### src/sv/gto_pkg.sv
// Shared types for the GPS track odometer: command codes, sequencer states
// and the status bundle of the iterative arithmetic units. No dependencies.
package gto_pkg;

	typedef enum logic [1:0] {
		MODE_START  = 2'd0,
		MODE_DATA   = 2'd1,
		MODE_STOP   = 2'd2,
		MODE_IGNORE = 2'd3
	} mode_t;

	typedef enum logic [3:0] {
		ST_IDLE,
		ST_MAGX,
		ST_MAGY,
		ST_SQY,
		ST_ROOTGO,
		ST_ROOTWAIT,
		ST_DIVGO,
		ST_DIVWAIT,
		ST_DONE
	} state_t;

	// busy while iterating, done for one cycle once the result register holds
	typedef struct packed {
		logic busy;
		logic done;
	} unit_status_t;

endpackage

### src/sv/gps_track_odometer_unit.sv
// Top level of the GPS track odometer: command sequencer, shared squarer and
// accumulators. Depends on gto_pkg, gto_isqrt and gto_div.
//
// Usage: the input channel (in_valid/in_ready) carries one command per
// transaction: mode (start, data, stop, ignore) and a signed coordinate pair
// with 8 fraction bits. Every input transaction yields exactly one output
// transaction (out_valid/out_ready) that shows the track state after the
// command: flags, path length, start-distance sum, point count and, once the
// track is stopped, the end point, return distance and mean start distance.
// Flow: start, ignored and rejected commands go from idle straight to the
// final step that loads the output register. Data points take two distance
// passes (magnitudes, two squares on one multiplier, then COORD_WIDTH+2
// square-root steps). A stop then divides the start-distance sum by the
// point count, one quotient bit per cycle in the divider. in_ready is high
// only while the sequencer idles, so one transaction is in work at a time.
// The output register holds a result while the receiver stalls; the next
// command is accepted and computed meanwhile and waits at its final step.
// Reset (arst_n low) clears the track: not started, all sums and points zero.
module gps_track_odometer_unit import gto_pkg::*; #(
	parameter int COORD_WIDTH = 24,
	parameter int ACC_WIDTH   = 40,
	parameter int COUNT_WIDTH = 24
) (
	input  logic                          clk,
	input  logic                          arst_n,
	input  logic                          in_valid,
	output logic                          in_ready,
	input  logic [1:0]                    mode,
	input  logic signed [COORD_WIDTH-1:0] coord_x,
	input  logic signed [COORD_WIDTH-1:0] coord_y,
	output logic                          out_valid,
	input  logic                          out_ready,
	output logic                          accepted,
	output logic                          is_started,
	output logic                          is_stopped,
	output logic [ACC_WIDTH-1:0]          path_length,
	output logic [ACC_WIDTH-1:0]          start_distance_sum,
	output logic [COUNT_WIDTH-1:0]        point_count,
	output logic signed [COORD_WIDTH-1:0] final_x,
	output logic signed [COORD_WIDTH-1:0] final_y,
	output logic [COORD_WIDTH:0]          return_distance,
	output logic [ACC_WIDTH-1:0]          mean_start_distance
);

	localparam int MAG_W = COORD_WIDTH + 1;       // |a - b| of two coordinates
	localparam int SQ_W  = 2 * MAG_W;             // one square
	localparam int RAD_W = SQ_W + 1;              // sum of two squares
	localparam int STEPS = (RAD_W + 1) / 2;       // root width
	localparam int RT_W  = COORD_WIDTH + 1;       // distances never exceed this
	localparam int SUM_W = ((ACC_WIDTH > RT_W) ? ACC_WIDTH : RT_W) + 1;

	state_t state_q, state_d;

	// track state
	logic [COORD_WIDTH-1:0] origin_x_q, origin_y_q, prev_x_q, prev_y_q;
	logic [COORD_WIDTH-1:0] end_x_q, end_y_q;
	logic [ACC_WIDTH-1:0]   length_q, sdist_q, mean_q;
	logic [COUNT_WIDTH-1:0] count_q;
	logic [RT_W-1:0]        retd_q;
	logic                   started_q, stopped_q;

	// command in work
	mode_t                  mode_q;
	logic [COORD_WIDTH-1:0] x_q, y_q;
	logic                   acc_q;
	logic                   pass_q;   // 0: step from previous, 1: distance to origin

	// distance datapath
	logic [COORD_WIDTH-1:0] op_a, op_r;
	logic [MAG_W-1:0]       diff, mag_d, mag_q;
	logic [SQ_W-1:0]        prod, sq1_q, sq2_q;
	logic [RAD_W-1:0]       radicand;
	logic [STEPS-1:0]       root;
	logic [RT_W-1:0]        root_dist;
	logic [ACC_WIDTH-1:0]   acc_sel, sat_val;
	logic [SUM_W-1:0]       sum_w;
	logic [COUNT_WIDTH-1:0] count_inc;
	logic [ACC_WIDTH-1:0]   quotient;

	// output register
	logic                   out_valid_q;
	logic                   acc_o_q, started_o_q, stopped_o_q;
	logic [ACC_WIDTH-1:0]   length_o_q, sdist_o_q, mean_o_q;
	logic [COUNT_WIDTH-1:0] count_o_q;
	logic [COORD_WIDTH-1:0] end_x_o_q, end_y_o_q;
	logic [RT_W-1:0]        retd_o_q;

	mode_t        cmd;
	logic         in_fire, do_start, do_point;
	logic         sq_start, div_start, out_load;
	unit_status_t sq_st, div_st;

	assign cmd      = mode_t'(mode);
	assign in_ready = (state_q == ST_IDLE);
	assign in_fire  = in_valid && in_ready;
	assign do_start = (cmd == MODE_START) && !started_q && !stopped_q;
	assign do_point = ((cmd == MODE_DATA) || (cmd == MODE_STOP)) && started_q && !stopped_q;

	// one subtractor serves both axes; reference is previous point or origin
	always_comb begin
		op_a = (state_q == ST_MAGX) ? x_q : y_q;
		if (pass_q) begin
			op_r = (state_q == ST_MAGX) ? origin_x_q : origin_y_q;
		end else begin
			op_r = (state_q == ST_MAGX) ? prev_x_q : prev_y_q;
		end
		diff  = {op_a[COORD_WIDTH-1], op_a} - {op_r[COORD_WIDTH-1], op_r};
		mag_d = diff[MAG_W-1] ? ((~diff) + MAG_W'(1)) : diff;
	end

	// the single shared squarer
	assign prod      = mag_q * mag_q;
	assign radicand  = {1'b0, sq1_q} + {1'b0, sq2_q};
	assign root_dist = root[RT_W-1:0];

	// saturating accumulate of the fresh distance into the sum of this pass
	assign acc_sel   = pass_q ? sdist_q : length_q;
	assign sum_w     = SUM_W'(acc_sel) + SUM_W'(root_dist);
	assign sat_val   = (sum_w[SUM_W-1:ACC_WIDTH] != '0) ? '1 : sum_w[ACC_WIDTH-1:0];
	assign count_inc = (&count_q) ? count_q : count_q + 1'b1;

	gto_isqrt #(
		.IN_W (RAD_W)
	) u_isqrt (
		.clk      (clk),
		.arst_n   (arst_n),
		.start    (sq_start),
		.radicand (radicand),
		.root     (root),
		.status   (sq_st)
	);

	gto_div #(
		.DVD_W (ACC_WIDTH),
		.DVS_W (COUNT_WIDTH)
	) u_div (
		.clk      (clk),
		.arst_n   (arst_n),
		.start    (div_start),
		.dividend (sdist_q),
		.divisor  (count_q),
		.quotient (quotient),
		.status   (div_st)
	);

	// sequencer
	always_comb begin
		state_d   = state_q;
		sq_start  = 1'b0;
		div_start = 1'b0;
		out_load  = 1'b0;
		case (state_q)
			ST_IDLE: begin
				if (in_fire) begin
					state_d = do_point ? ST_MAGX : ST_DONE;
				end
			end
			ST_MAGX:   state_d = ST_MAGY;
			ST_MAGY:   state_d = ST_SQY;
			ST_SQY:    state_d = ST_ROOTGO;
			ST_ROOTGO: begin
				sq_start = 1'b1;
				state_d  = ST_ROOTWAIT;
			end
			ST_ROOTWAIT: begin
				if (sq_st.done) begin
					if (!pass_q) begin
						state_d = ST_MAGX;
					end else if (mode_q == MODE_STOP) begin
						state_d = ST_DIVGO;
					end else begin
						state_d = ST_DONE;
					end
				end
			end
			ST_DIVGO: begin
				// an empty count leaves the mean at zero
				div_start = (count_q != '0);
				state_d   = (count_q != '0) ? ST_DIVWAIT : ST_DONE;
			end
			ST_DIVWAIT: begin
				if (div_st.done) begin
					state_d = ST_DONE;
				end
			end
			ST_DONE: begin
				// hold the result until the output register frees up
				if (!out_valid_q || out_ready) begin
					out_load = 1'b1;
					state_d  = ST_IDLE;
				end
			end
			default: state_d = ST_IDLE;
		endcase
	end

	always_ff @(posedge clk or negedge arst_n) begin
		if (!arst_n) begin
			state_q     <= ST_IDLE;
			out_valid_q <= 1'b0;
			pass_q      <= 1'b0;
			started_q   <= 1'b0;
			stopped_q   <= 1'b0;
			origin_x_q  <= '0;
			origin_y_q  <= '0;
			prev_x_q    <= '0;
			prev_y_q    <= '0;
			end_x_q     <= '0;
			end_y_q     <= '0;
			length_q    <= '0;
			sdist_q     <= '0;
			count_q     <= '0;
			retd_q      <= '0;
			mean_q      <= '0;
		end else begin
			state_q <= state_d;
			if (out_load) begin
				out_valid_q <= 1'b1;
			end else if (out_ready) begin
				out_valid_q <= 1'b0;
			end
			case (state_q)
				ST_IDLE: begin
					if (in_fire) begin
						pass_q <= 1'b0;
						if (do_start) begin
							origin_x_q <= coord_x;
							origin_y_q <= coord_y;
							prev_x_q   <= coord_x;
							prev_y_q   <= coord_y;
							started_q  <= 1'b1;
						end
					end
				end
				ST_ROOTWAIT: begin
					if (sq_st.done) begin
						if (!pass_q) begin
							length_q <= sat_val;
							pass_q   <= 1'b1;
						end else begin
							sdist_q <= sat_val;
							count_q <= count_inc;
							if (mode_q == MODE_STOP) begin
								end_x_q   <= x_q;
								end_y_q   <= y_q;
								stopped_q <= 1'b1;
								retd_q    <= root_dist;
							end else begin
								prev_x_q <= x_q;
								prev_y_q <= y_q;
							end
						end
					end
				end
				ST_DIVWAIT: begin
					if (div_st.done) begin
						mean_q <= quotient;
					end
				end
				default: ;
			endcase
		end
	end

	always_ff @(posedge clk) begin
		if (in_fire) begin
			mode_q <= cmd;
			x_q    <= coord_x;
			y_q    <= coord_y;
			acc_q  <= do_start || do_point;
		end
		case (state_q)
			ST_MAGX: mag_q <= mag_d;
			ST_MAGY: begin
				sq1_q <= prod;
				mag_q <= mag_d;
			end
			ST_SQY:  sq2_q <= prod;
			default: ;
		endcase
		if (out_load) begin
			acc_o_q     <= acc_q;
			started_o_q <= started_q;
			stopped_o_q <= stopped_q;
			length_o_q  <= length_q;
			sdist_o_q   <= sdist_q;
			count_o_q   <= count_q;
			end_x_o_q   <= end_x_q;
			end_y_o_q   <= end_y_q;
			retd_o_q    <= retd_q;
			mean_o_q    <= mean_q;
		end
	end

	assign out_valid           = out_valid_q;
	assign accepted            = acc_o_q;
	assign is_started          = started_o_q;
	assign is_stopped          = stopped_o_q;
	assign path_length         = length_o_q;
	assign start_distance_sum  = sdist_o_q;
	assign point_count         = count_o_q;
	assign final_x             = end_x_o_q;
	assign final_y             = end_y_o_q;
	assign return_distance     = retd_o_q;
	assign mean_start_distance = mean_o_q;

`ifndef SYNTHESIS
	assert property (@(posedge clk) disable iff (!arst_n)
		stopped_q |-> started_q)
		else $error("track stopped without being started");

	assert property (@(posedge clk) disable iff (!arst_n)
		(out_valid_q && !stopped_o_q) |-> (retd_o_q == '0 && mean_o_q == '0))
		else $error("stop results nonzero before stop");

	assert property (@(posedge clk) disable iff (!arst_n)
		sq_st.done |-> (state_q == ST_ROOTWAIT))
		else $error("square root finished outside its wait state");

	assert property (@(posedge clk) disable iff (!arst_n)
		in_ready |-> (!sq_st.busy && !div_st.busy))
		else $error("ready while an arithmetic unit is busy");

	assert property (@(posedge clk) disable iff (!arst_n)
		(state_q == ST_ROOTWAIT && sq_st.done && pass_q && mode_q == MODE_STOP)
		|=> (stopped_q && count_q != '0))
		else $error("stop did not close the track with a nonzero count");
`endif

endmodule

### src/sv/gto_isqrt.sv
// Iterative integer square root, one radicand bit pair per cycle.
// Depends on gto_pkg for the unit status bundle.
module gto_isqrt import gto_pkg::*; #(
	parameter int IN_W = 51
) (
	input  logic                     clk,
	input  logic                     arst_n,
	input  logic                     start,
	input  logic [IN_W-1:0]          radicand,
	output logic [(IN_W+1)/2-1:0]    root,
	output unit_status_t             status
);

	localparam int STEPS = (IN_W + 1) / 2;
	localparam int PAD_W = 2 * STEPS;
	localparam int REM_W = STEPS + 3;
	localparam int CNT_W = $clog2(STEPS);

	logic [PAD_W-1:0] rad_q;
	logic [REM_W-1:0] rem_q;
	logic [REM_W-1:0] rem_sh;
	logic [REM_W-1:0] trial;
	logic [STEPS-1:0] root_q;
	logic [CNT_W-1:0] cnt_q;
	logic             busy_q;
	logic             done_q;

	// bring down the next bit pair, trial subtract 4*root+1
	assign rem_sh = {rem_q[REM_W-3:0], rad_q[PAD_W-1 -: 2]};
	assign trial  = {1'b0, root_q, 2'b01};

	always_ff @(posedge clk or negedge arst_n) begin
		if (!arst_n) begin
			busy_q <= 1'b0;
			done_q <= 1'b0;
			cnt_q  <= '0;
		end else begin
			done_q <= 1'b0;
			if (start) begin
				busy_q <= 1'b1;
				cnt_q  <= '0;
			end else if (busy_q) begin
				if (cnt_q == CNT_W'(STEPS - 1)) begin
					busy_q <= 1'b0;
					done_q <= 1'b1;
				end else begin
					cnt_q <= cnt_q + 1'b1;
				end
			end
		end
	end

	always_ff @(posedge clk) begin
		if (start) begin
			rad_q  <= PAD_W'(radicand);
			rem_q  <= '0;
			root_q <= '0;
		end else if (busy_q) begin
			rad_q <= {rad_q[PAD_W-3:0], 2'b00};
			if (rem_sh >= trial) begin
				rem_q  <= rem_sh - trial;
				root_q <= {root_q[STEPS-2:0], 1'b1};
			end else begin
				rem_q  <= rem_sh;
				root_q <= {root_q[STEPS-2:0], 1'b0};
			end
		end
	end

	assign root        = root_q;
	assign status.busy = busy_q;
	assign status.done = done_q;

endmodule

### src/sv/gto_div.sv
// Iterative restoring divider, one quotient bit per cycle.
// Depends on gto_pkg for the unit status bundle.
module gto_div import gto_pkg::*; #(
	parameter int DVD_W = 40,
	parameter int DVS_W = 24
) (
	input  logic             clk,
	input  logic             arst_n,
	input  logic             start,
	input  logic [DVD_W-1:0] dividend,
	input  logic [DVS_W-1:0] divisor,
	output logic [DVD_W-1:0] quotient,
	output unit_status_t     status
);

	localparam int CNT_W = $clog2(DVD_W);

	logic [DVD_W-1:0] quo_q;
	logic [DVS_W-1:0] rem_q;
	logic [DVS_W-1:0] dvs_q;
	logic [DVS_W:0]   rem_sh;
	logic [CNT_W-1:0] cnt_q;
	logic             busy_q;
	logic             done_q;

	assign rem_sh = {rem_q, quo_q[DVD_W-1]};

	always_ff @(posedge clk or negedge arst_n) begin
		if (!arst_n) begin
			busy_q <= 1'b0;
			done_q <= 1'b0;
			cnt_q  <= '0;
		end else begin
			done_q <= 1'b0;
			if (start) begin
				busy_q <= 1'b1;
				cnt_q  <= '0;
			end else if (busy_q) begin
				if (cnt_q == CNT_W'(DVD_W - 1)) begin
					busy_q <= 1'b0;
					done_q <= 1'b1;
				end else begin
					cnt_q <= cnt_q + 1'b1;
				end
			end
		end
	end

	always_ff @(posedge clk) begin
		if (start) begin
			quo_q <= dividend;
			rem_q <= '0;
			dvs_q <= divisor;
		end else if (busy_q) begin
			if (rem_sh >= {1'b0, dvs_q}) begin
				rem_q <= DVS_W'(rem_sh - {1'b0, dvs_q});
				quo_q <= {quo_q[DVD_W-2:0], 1'b1};
			end else begin
				rem_q <= rem_sh[DVS_W-1:0];
				quo_q <= {quo_q[DVD_W-2:0], 1'b0};
			end
		end
	end

	assign quotient    = quo_q;
	assign status.busy = busy_q;
	assign status.done = done_q;

endmodule

### config.mk
export PLATFORM = sky130hd
export DESIGN_NAME = gps_track_odometer_unit
export DESIGN_NICKNAME = d
export VERILOG_FILES = /design/src/sv/gto_pkg.sv /design/src/sv/gps_track_odometer_unit.sv /design/src/sv/gto_isqrt.sv /design/src/sv/gto_div.sv
export SDC_FILE = /design/constraint.sdc
export NUM_CORES = 2
export LEC_CHECK = 0
export ABC_CLOCK_PERIOD_IN_PS = 14170
export BUFFER_PORTS_ARGS = -buffer_cell sky130_fd_sc_hd__buf_2
export CAP_MARGIN = 40
export CORE_ASPECT_RATIO = 0.8
export CORE_MARGIN = 1
export CORE_UTILIZATION = 55
export CTS_CLUSTER_SIZE = 10
export DETAILED_ROUTE_END_ITERATION = 12
export PLACE_DENSITY_LB_ADDON = 0.05
export SLEW_MARGIN = 10
export SYNTH_ARGS = -nofsm -noshare
export SYNTH_HDL_FRONTEND = slang
export SYNTH_SLANG_ARGS = --single-unit
### constraint.sdc
create_clock -name clk -period 14.17 [get_ports clk]
set_clock_uncertainty 0.1 [all_clocks]
set_input_delay 1.417 -clock clk [delete_from_list [all_inputs] [get_ports clk]]
set_output_delay 1.417 -clock clk [all_outputs]
set_load 0.01 [all_outputs]
**After elaboration in Yosys (flattened, before gate mapping)**

Cells that the tools add are included.

- Word-level logic and storage cells: 178
- Bits of input ports: 54
- Output and inout port bits: 222
- Register bits: 925

- Multiplexer cells: 63
- Add/sub/neg operators: 9
- Multipliers: 1
- Reductions and logical operators: 31
- Eq/ne operators: 22
- Bitwise gates (word level): 3
- Order comparisons: 2

Operator list:

| kind | count |
|---|---|
| 24-bit two-way mux | 16 |
| 40-bit two-way mux | 4 |
| 51-bit two-way mux | 2 |
| 24-bit one-hot mux with 2 select lines | 2 |
| 50-bit by 50-bit adder with 51-bit output | 1 |
| 25-bit by 25-bit multiplier with 50-bit output | 1 |
| 40-bit by 25-bit adder with 41-bit output | 1 |
| 4-bit one-hot mux with 9 select lines | 1 |
| 4-bit two-way mux | 8 |
| 29-bit by 28-bit greater-or-equal comparator with 1-bit output | 1 |
| 27-bit two-way mux | 1 |
| 27-bit subtractor | 1 |
| 25-bit by 1-bit adder with 25-bit output (second input constant) | 1 |
| 25-bit by 24-bit greater-or-equal comparator with 1-bit output | 1 |
| 25-bit NOT | 1 |
| 24-bit by 24-bit subtractor with 25-bit output | 1 |
| 24-bit by 1-bit adder with 24-bit output (second input constant) | 1 |
| 24-bit AND reduction | 1 |
| 24-bit nonzero test | 1 |
| 24-bit subtractor | 1 |
| 1-bit two-way mux | 22 |
| 6-bit two-way mux | 3 |
| 4-bit by 3-bit equality test with 1-bit output (second input constant) | 4 |
| 5-bit two-way mux | 3 |
| other kinds (24) | 52 |

**Depth between registers and ports, before layout**

- Word-level depth: 7
- Depth in mapped cells: 29
- Depth with buffers taken out: 27

**Hierarchy**

From an unflattened synthesis, not the netlist that was laid out.

- Cell total of the unflattened synthesis: 5488
- Area, all modules: 61386.4 um2

Modules (own cells, without submodules):

| module | cells each | instances | area an instance (um2) |
|---|---|---|---|
| gps_track_odometer_unit | 4350 | 1 | 49685.2 |
| gto_isqrt | 619 | 1 | 6178.4 |
| gto_div | 519 | 1 | 5522.8 |

**Worst setup path after synthesis**

No wires, ideal clock.

- Path kind: input port to flip-flop
- Start point: input out_ready
- End point: register acc_o_q, in the netlist accepted (enable)
- Buffers on the path: 0
- Slack: 2041 ps
- Data arrival time: 11200 ps
- Stages: 2
- Cell sequence: nand2b_1 -> nor2b_1

- Longest elaborated chain between the ends: 3

RTL lines:

| element | line | text |
|---|---|---|
| start: declaration | gps_track_odometer_unit.sv:32 | `input logic out_ready,` |
| 1-bit logical OR | gps_track_odometer_unit.sv:188 | `if (!out_valid_q \|\| out_ready) begin` |
| 1-bit two-way mux | gps_track_odometer_unit.sv:188 |  |
| 1-bit two-way mux | gps_track_odometer_unit.sv:152 | `case (state_q)` |
| net out_load | gps_track_odometer_unit.sv:90 | `logic sq_start, div_start, out_load;` |
| end signal: assignment | gps_track_odometer_unit.sv:282 | `acc_o_q <= acc_q;` |
| end: declaration | gps_track_odometer_unit.sv:82 | `logic acc_o_q, started_o_q, stopped_o_q;` |

The timed path passes the listed nets, and every way through them passes these cells.
A chain may end at the register's enable or synchronous reset.

**Worst setup path in the final report**

- Start point: register mag_q[4]
- End point: register sq2_q[47], data pin

- Longest elaborated chain between the ends: 1

RTL lines:

| element | line | text |
|---|---|---|
| start: declaration | gps_track_odometer_unit.sv:70 | `logic [MAG_W-1:0] diff, mag_d, mag_q;` |
| start signal: assignment | gps_track_odometer_unit.sv:273 | `ST_MAGX: mag_q <= mag_d;` |
| start signal: assignment | gps_track_odometer_unit.sv:276 | `mag_q <= mag_d;` |
| 25-bit by 25-bit multiplier with 50-bit output | gps_track_odometer_unit.sv:112 | `assign prod = mag_q * mag_q;` |
| net prod[47] | gps_track_odometer_unit.sv:71 | `logic [SQ_W-1:0] prod, sq1_q, sq2_q;` |
| end signal: assignment | gps_track_odometer_unit.sv:278 | `ST_SQY: sq2_q <= prod;` |
| end: declaration | gps_track_odometer_unit.sv:71 |  |

The timed path passes the listed nets, and every way through them passes these cells.

==> impl_metrics.yaml <==
global_route:
  grt_first_pass_wirelength_um: 236000
  globalRouteTotalUtil_pct: 27.3
  grt_start_max_net_pins: 146
  antenna_found_initial: 28
  grt-ovfl-total: 0
  grt_pass1_vias: 40200
detailed_routing:
  ant_nets: 0
  wl_um: 151000
  first_iter_violations: 3145
  viasPerCell: 5.58
  firstDrtPassIters: 5
  drcViolationCount: 0
  vias: 41100
  wl_per_cell_um: 20.5
run_status:
  status: "complete, no violations"
setup_path:
  r2r_setup_slack_ns: 6.07
  arrival_ns: 8.40
  reg2reg_from: "mag_q[4]"
  worstSetupStartpointType: "register"
  worstSetupPathType: "register to register"
  worstPathRequired_ns: 14.47
  startpoint: "mag_q[4]"
  critPathMaxFanout: 24
  endpoint_kind: "register"
  crit_end: "sq2_q[47]"
  rr_worst_depth: 25
  r2r_end: "sq2_q[47]"
yosys:
  synth_edf_count: 509
  yosys_warnings: 0
  syn_inst: 5592
  synth_nets: 6464
  synth-seq-cells: 923
  yosysSeqAreaShare_pct: 41.7
  synth_cell_types: 90
  synth_area_um2: 60600
  yosys_most_used_dff: "edfxtp_1"
  async_flop_share_pct: 36.4
  syn_area_per_cell_um2: 10.8
clock_tree:
  h-tree-depth: 3
  post_cts_buffers: 0
  clockRootBuffer: "clkbuf_16"
  clock_latency_ns: 0.73
  clk_pin_slew_worst_paths_ns: 0.06
  clock_sinks: 923
  cts_inserted_buffers: 104
  cts_tree: "yes"
  cts.hold.buffers_added: 0
  cts_buffer_depth: 3
  cts_resized: 0
sta:
  timing.hold.ws_ns: 0.320
  max_freq_mhz: 123
  period_share_pct: 57.2
  setup_viol: 0
  worstMarginPinSlew_ns: 0.935
  fin_crit_ns: 8.10
  max_slew_margin_pct: 37.7
  finalHoldViolations: 0
  finalSetupTns_ns: 0
  rsz0062_at_grt: "false"
  drv_slew: 0
cells_and_area:
  drive_gt1_share_pct: 12.3
  fin_util_pct: 61.6
  final_common_cell: "inv_1"
  design_area_um2: 67100
  num-nets-final: 6709
  final_cell_mix: "831 x inv_1, 537 x nand2_1, 509 x edfxtp_1"
  syn_to_final_growth_pct: 10.6
floorplanning:
  die-area_um2: 112000
  rows: 108
  die_h_um: 299
  die-width_um: 373
  core_area_um2: 109000
  initial_utilization_pct: 55.7
  ioPinCount: 276
hold_path:
  min_path_type: "register to register"
placement:
  placed_area_um2: 63800
  hpwl_um: 113000
  port_buffers: 275
  gp_congestion: 0.971
run:
  cap_violations: 0
## cells in the mapped netlist, drive strengths merged, types with 76 or more instances
| cell | n | area share (%) |
|---|---|---|
| inv | 832 | 5.2 |
| edfxtp | 509 | 25 |
| dfrtp | 336 | 14 |
| dfxtp | 78 | 2.6 |
| clkbuf | 181 | 1.1 |
| mux2i | 122 | 2.0 |
| nand2 | 539 | 3.3 |
| mux2 | 187 | 3.5 |
| nor2 | 325 | 2.0 |
| a21o | 96 | 1.2 |
| ha | 341 | 7.0 |
| fa | 477 | 16 |
| xnor2 | 160 | 2.3 |
| nand3 | 76 | 0.64 |
| and2 | 136 | 1.4 |
| a21oi | 289 | 2.4 |
| o21ai | 269 | 2.2 |
## area by class of cell
type,count,area [um2]
antenna,11,27.5
clock buffer,186,2960
clock inverter,11,229
fill,9041,41900
inverter,833,3130
multi-input combinational,3630,31500
sequential,923,25300
tap,1430,1790
timing repair buffer,345,2140
## worst min path at each step
stage,slack [ns],cells past startpoint,from,to
floorplan,0.30,0,acc_q,accepted
global placement,0.30,0,acc_q,accepted
detailed placement,0.31,0,acc_q,accepted
CTS,0.32,0,acc_q,accepted
global route,0.33,0,acc_q,accepted
finish,0.32,0,acc_q,accepted
## state kept, by name (all words and copies together), names as in the netlist, 25 cells and up
name and count:
return_distance 25, u_isqrt.rem_q 27, u_isqrt.rad_q 52, mean_q 40, length_q 40, sq2_q 49
sdist_q 40, mean_start_distance 40, u_div.quotient 40, sq1_q 49, u_isqrt.root 26, mag_q 25
retd_q 25, path_length 40, start_distance_sum 40
## kinds of logic after synthesis
logic type / after synthesis / share of synthesized area, %
and+or+nand+nor: 1320 / 9.96
buffers and inverters: 1039 / 6.49
AOI/OAI and AO/OA: 930 / 9.42
DFF: 923 / 41.7
adders and majority gates: 818 / 22.8
muxes: 333 / 6.38
xor gates and xnor gates: 229 / 3.31
## per-layer routing
layer | up-vias | share of wire (%) | global-route usage (%)
met5 | - | 0.068 | 0
met4 | 16 | 2.0 | 6.21
met3 | 201 | 8.6 | 7.61
met2 | 1248 | 42 | 38.3
met1 | 20300 | 48 | 41.9
li1 | 19300 | - | -
## critical path, stage by stage, from the launching register on
cell,delay (ns)
edfxtp_1,0.32
buf_4,0.37
inv_1,0.28
nor2_1,0.31
fa_1,0.48
fa_1,0.56
inv_1,0.05
fa_1,0.47
inv_1,0.05
fa_1,0.41
fa_1,0.50
fa_1,0.49
inv_1,0.05
fa_1,0.56
inv_1,0.05
ha_1,0.37
nand2_1,0.10
nor2_1,0.07
a221oi_1,0.34
o22ai_1,0.18
nor4b_1,0.47
o31ai_1,0.20
a221oi_1,0.39
a2bb2oi_1,0.34
o31ai_1,0.14
xor2_1,0.17
## stage by stage
| step | std cells | worst slack [ns] |
|---|---|---|
| floorplan | 5592 | 2.04 |
| global placement | 7145 | 6.06 |
| detailed placement | 7161 | 6.13 |
| CTS | 7358 | 6.13 |
| global route | 7364 | 5.63 |
| finish | 7369 | 6.07 |
Power is left out: the tool's default activity adds up to more than one toggle a clock period on the data nets, which glitch-free logic cannot reach.
